### config.mk
export PLATFORM = sky130hd
export DESIGN_NAME = gte_operand
export DESIGN_NICKNAME = d
export VERILOG_FILES = /design/src/design/gte_pkg.sv /design/src/design/gte_operand.sv
export SDC_FILE = /design/constraint.sdc
export NUM_CORES = 1
export LEC_CHECK = 0
export ABC_AREA = 1
export BUFFER_PORTS_ARGS = -buffer_cell sky130_fd_sc_hd__buf_2
export CORE_AREA = 10 10 171 173
export DETAILED_ROUTE_END_ITERATION = 7
export DIE_AREA = 0 0 181 183
export SLEW_MARGIN = 20
export SYNTH_ARGS = -nofsm -noshare
export SYNTH_HDL_FRONTEND = slang
export SYNTH_SLANG_ARGS = --single-unit
### constraint.sdc
create_clock -name vclk -period 1.2
set_input_delay 0.12 -clock vclk [all_inputs]
set_output_delay 0.12 -clock vclk [all_outputs]
set_load 0.01 [all_outputs]
### src/design/gte_pkg.sv
// Shared types and constants for the GHASH tag engine.
package gte_pkg;

	localparam int unsigned BLOCK_W = 128;
	localparam int unsigned HALF_W  = 64;
	localparam int unsigned LEN_W   = 32;
	localparam int unsigned CNT_W   = 5;

	typedef enum logic [1:0] {
		ACT_CLEAR  = 2'd0,
		ACT_ABSORB = 2'd1,
		ACT_FINISH = 2'd2,
		ACT_NOP    = 2'd3
	} action_t;

	typedef enum logic {
		REG_KEY_HIGH = 1'b0,
		REG_KEY_LOW  = 1'b1
	} reg_index_t;

	// Request after decode: the value folded into the accumulator and the tag mask.
	typedef struct packed {
		action_t            act;
		logic [BLOCK_W-1:0] operand;
		logic [BLOCK_W-1:0] mask;
	} item_t;

endpackage

### src/design/gte_operand.sv
// Request decode: byte masking of data blocks and construction of the length block.
module gte_operand (
	input  logic [1:0]                 action,
	input  logic [gte_pkg::HALF_W-1:0] block_high,
	input  logic [gte_pkg::HALF_W-1:0] block_low,
	input  logic [gte_pkg::CNT_W-1:0]  valid_bytes,
	input  logic [gte_pkg::LEN_W-1:0]  aad_bytes,
	input  logic [gte_pkg::LEN_W-1:0]  text_bytes,
	output gte_pkg::item_t             item
);
	import gte_pkg::*;

	logic [CNT_W-1:0]   nbytes;
	logic [7:0]         shamt;
	logic [BLOCK_W-1:0] keep;
	logic [BLOCK_W-1:0] blk;
	logic [BLOCK_W-1:0] len_blk;
	action_t            act;

	always_comb begin
		nbytes = (valid_bytes > CNT_W'(16)) ? CNT_W'(16) : valid_bytes;
		shamt  = {nbytes, 3'b000};
		// top nbytes bytes kept; shift by 128 yields zero so sixteen keeps all
		keep    = ~({BLOCK_W{1'b1}} >> shamt);
		blk     = {block_high, block_low};
		len_blk = {29'd0, aad_bytes, 3'b000, 29'd0, text_bytes, 3'b000};
		act     = action_t'(action);
	end

	always_comb begin
		item.act  = act;
		item.mask = blk;
		unique case (act)
			ACT_ABSORB: item.operand = blk & keep;
			ACT_FINISH: item.operand = len_blk;
			ACT_CLEAR,
			ACT_NOP:    item.operand = '0;
			default:    item.operand = '0;
		endcase
	end

endmodule

# After elaboration in Yosys (flattened, before gate mapping)
# Index checks and enable logic that the tools add are counted.
[word_totals]
register_bits = 0
latchBits = 0
ram_bits = 0
romBits = 0
inputBits = 199
output_inout_bits = 258
elab_cells = 11
mem_count = 0
[classes]
n_addsub = 0
mul = 0
div = 0
n_lt_le_gt_ge = 1
eq_ne = 3
shifts = 1
muxes = 2
n_bitwise = 2
n_reduce_logical = 2
[op_table]
columns = ["op", "count"]
rows = [
  ["$pmux 128 s3", 1],
  ["$and 128x128->128", 1],
  ["$not 128->128", 1],
  ["$shr 128x8->128 const A", 1],
  ["$gt 5x5->1 const B", 1],
  ["$mux 5", 1],
  ["$eq 2x2->1 const B", 2],
  ["$eq 2x1->1 const B", 1],
  ["$logic_not 2->1", 1],
  ["$reduce_or 2->1", 1],
]

# Logic depth before layout (Yosys ltp)
[logic_depth]
depth_word = 6
ltp_mapped = 8
ltp_nobuf = 6

# Worst setup path after synthesis
# OpenSTA, ideal clock, no wires.
[synth_path]
kind = "input to output"
start = "input port action[0]"
end = "output port item[153] (netlist bit)"
t_arrival_ns = 0.890
path_slack_ns = 0.190
cell_stages = 5
path_cell_list = "inv_1 > nor2_4 > buf_2 > nand2_1 > o21ai_0"
[synth_lines]
columns = ["element", "line_no", "text"]
rows = [
  ["start: declaration", "gte_operand.sv:3", "input logic [1:0] action,"],
  ["end: declaration", "gte_operand.sv:9", "output gte_pkg::item_t item"],
]

==> Flow_metrics.wiki <==
{| class="wikitable"
! Metric !! Value
|-
| Design internal power || approximately 890 µW
|-
| Synth Net Count || just over 700
|-
| Delay of the slowest cell on the worst path || 0.32 ns
|-
| Total cell area at the placement stage || between 4000 and 5000 µm²
|-
| Number of global-route vias before repair || between 4000 and 5000
|-
| Cell family with most CP delay || buffers and inverters
|-
| Post-DR wirelength/cell || 17.4 µm
|-
| Routed via count divided by cell count || 3.70
|-
| Share of layout cells above drive strength 1 || 0.648
|-
| Fillers || approximately 3000
|-
| Average cell area after synthesis || around 5 µm²
|-
| Number of warning messages in the yosys log || 0
|-
| Number of distinct library cells after synthesis || 19
|-
| Remaining DRCs || 0
|-
| Total via count after detailed routing || about 4400
|-
| Category of the worst setup path launch point || input port
|-
| Post-Syn Area || approximately 2600 µm²
|-
| Max layer used || met5
|-
| Chain of cells forming the critical path || buf_12 -> nor2_4 -> buf_12 -> clkinvlp_4 -> o21ai_4 -> nor2_1 -> buf_2
|-
| Max Fclk || 799 MHz
|-
| Floorplan die area || between 30000 and 40000 µm²
|-
| Crit path kind || in2out
|-
| First-pass GRT wire length || between 20000 and 30000 µm
|-
| Final Power || 1.94 mW
|-
| Hold buffer count at CTS || 0
|-
| Endpoint required time on the critical path || 1.08 ns
|-
| Fin Setup TNS || -0.360 ns
|-
| Antenna Nets Post-Route || 0
|-
| Setup repair after global routing missed its margin || yes
|-
| Register cell area after layout || 0 µm²
|-
| Initial antenna violation count || 5
|-
| Final Routed Wirelength || between 20000 and 25000 µm
|-
| Count of clock buffers in the final design || 0
|-
| Net total in the final layout || ~1100
|-
| Post-layout instance count excluding filler cells || 1195
|-
| Worst Path Arrival || between 1 and 1.5 ns
|-
| First drt pass iteration count || 4
|-
| Detailed router's first-iteration violation count || about 150
|-
| Number of inserted diodes || 0
|-
| Hold wc startpoint || action[0]
|-
| Seq Cell Count || 0
|-
| CP startpoint || valid_bytes[4]
|-
| Total gr overflow || 0
|-
| Overall die width || around 180 µm
|-
| Outcome || finished, violations left
|-
| Proportion of power drawn by the clock network || 0
|-
| Number of placement rows || 59
|-
| Pin count of the biggest net entering global routing || 19
|-
| Vertical die dimension || around 180 µm
|-
| Cells after Synth || 507
|-
| Length of routed wiring on met1 || around 7300 µm
|-
| Buffer and inverter count on the worst path || 4
|-
| Top fanout value on the critical path || 8
|-
| Worst Setup End Kind || output port
|-
| Number of slew-limit violations in the final report || 0
|-
| Max stage delay cell, worst path || o21ai_4
|-
| Combinational share of power || 1.000
|-
| Sw Ratio || 0.543
|-
| Sequential share of the synthesized area || 0
|-
| P&R area growth vs syn || 98.4%
|-
| Worst rel slew slack || 0.784
|-
| Final count of negative-setup-slack endpoints || 15
|-
| Endpoints failing hold || 0
|-
| Failing checks || setup timing
|-
| Library cell appearing most often on the critical path || buf_12
|-
| Post-detail-place hpwl || 17000 µm
|-
| Core box area || 25800 µm²
|-
| Number of buffers added on ports || between 400 and 500
|-
| Worst setup timing slack at the placement stage || -0.148 ns
|-
| PD cells || approximately 380 nW/µm²
|-
| Io pins || around 460
|-
| Period utilization || 1.04
|-
| LEAKAGE || roughly 3.4 nW
|-
| Met2 wire length || about 11000 µm
|-
| Finished layout cell area || between 5000 and 6000 µm²
|-
| Slew @ Worst Pin || ~0.32 ns
|-
| Fin worst setup slack || -0.0513 ns
|-
| Net switching component of the power || 1.05 mW
|-
| Count of maximum capacitance violations || 0
|-
| Post-layout min period || about 1.3 ns
|-
| Total routing resource utilization after global routing || 0.111
|-
| Sequential cell fraction of total power || 0
|-
| Detailed-routed wire length on met3 || roughly 2000 µm
|-
| Starting utilization of the core area || 0.101
|-
| Count of placed standard cells including taps || between 1000 and 1500
|-
| Routability-driven placement congestion ratio || 0.795
|-
| Worst ir drop on vdd || 106 µV
|-
| Class of the tightest hold or removal check || in2out
|}
-- layout make-up --
cell class	count	area, µm²	share of cell area
Tap cell	335	419	0.0814
Inverter	40	181	0.0352
Multi-Input combinational cell	320	1560	0.302
Timing Repair Buffer	500	2990	0.581
-- cell usage after synthesis (all sizes together) --
library cell | count | area share
clkinv | 1 | 0.0034
nand4 | 1 | 0.0024
nor2 | 57 | 0.10
clkbuf | 9 | 0.013
inv | 39 | 0.056
nand3 | 48 | 0.092
a21oi | 1 | 0.0034
nand2 | 196 | 0.29
o21ai | 17 | 0.034
buf | 138 | 0.40
-- through the flow --
stage	hold slack (ns)	utilization
2_1_floorplan	0.327	-
3_3_place_gp	0.444	0.176
3_5_place_dp	0.444	0.176
4_1_cts	0.445	0.188
5_1_grt	0.441	0.200
6_report	0.438	0.200
-- kinds of logic (layout without fill, tap and decap cells) --
family | count (synthesis) | after routing | synth area share
buffers and inverters | 187 | 540 | 0.473
and+or+nand+nor | 302 | 302 | 0.489
AOI/OAI and AO/OA | 18 | 18 | 0.0376
-- timing repair --
action                                  CTS  global route
endpoints found under the setup margin  116           118
gates resized for setup                  32            68
pin swaps                                 4            10
gates cloned                              6             1
endpoints found under the hold margin     0             0
buffers inserted                          6             3
-- placed cells by master, fill, tap and decap left out, types with 11 or more instances in the layout --
cell type  Yosys  final
nand2_2        3     13
inv_1         36     33
nand2_4        2     13
buf_6          4     17
nor2_1        46     38
o21ai_0       16     12
buf_2          3    444
nand2_1      191    169
buf_4        130     20
nand3_1       48     46
buf_12         0     11
-- per-layer routing --
layer  vias up  GRT usage
li1       2127          -
met1      1968      0.121
met2       293      0.214
met3        22     0.0315
met4         6     0.0107
met5         -          0
-- worst paths after layout --
| check | endpoint | slack, ns | depth (start not counted) |
|---|---|---|---|
| worst max-delay path | item[173] | -0.05 | 7 |
| worst min-delay path | item[256] | 0.44 | 2 |
-- power by group through the flow --
stage / combinational, mW / sequential, mW / clock [mW]
after floorplan: 0.932 / 0 / 0
after global placement: 1.70 / 0 / 0
after detailed placement: 1.71 / 0 / 0
after CTS: 1.88 / 0 / 0
after global routing: 2.12 / 0 / 0
final: 1.94 / 0 / 0
(Power assumes the default switching activity.)
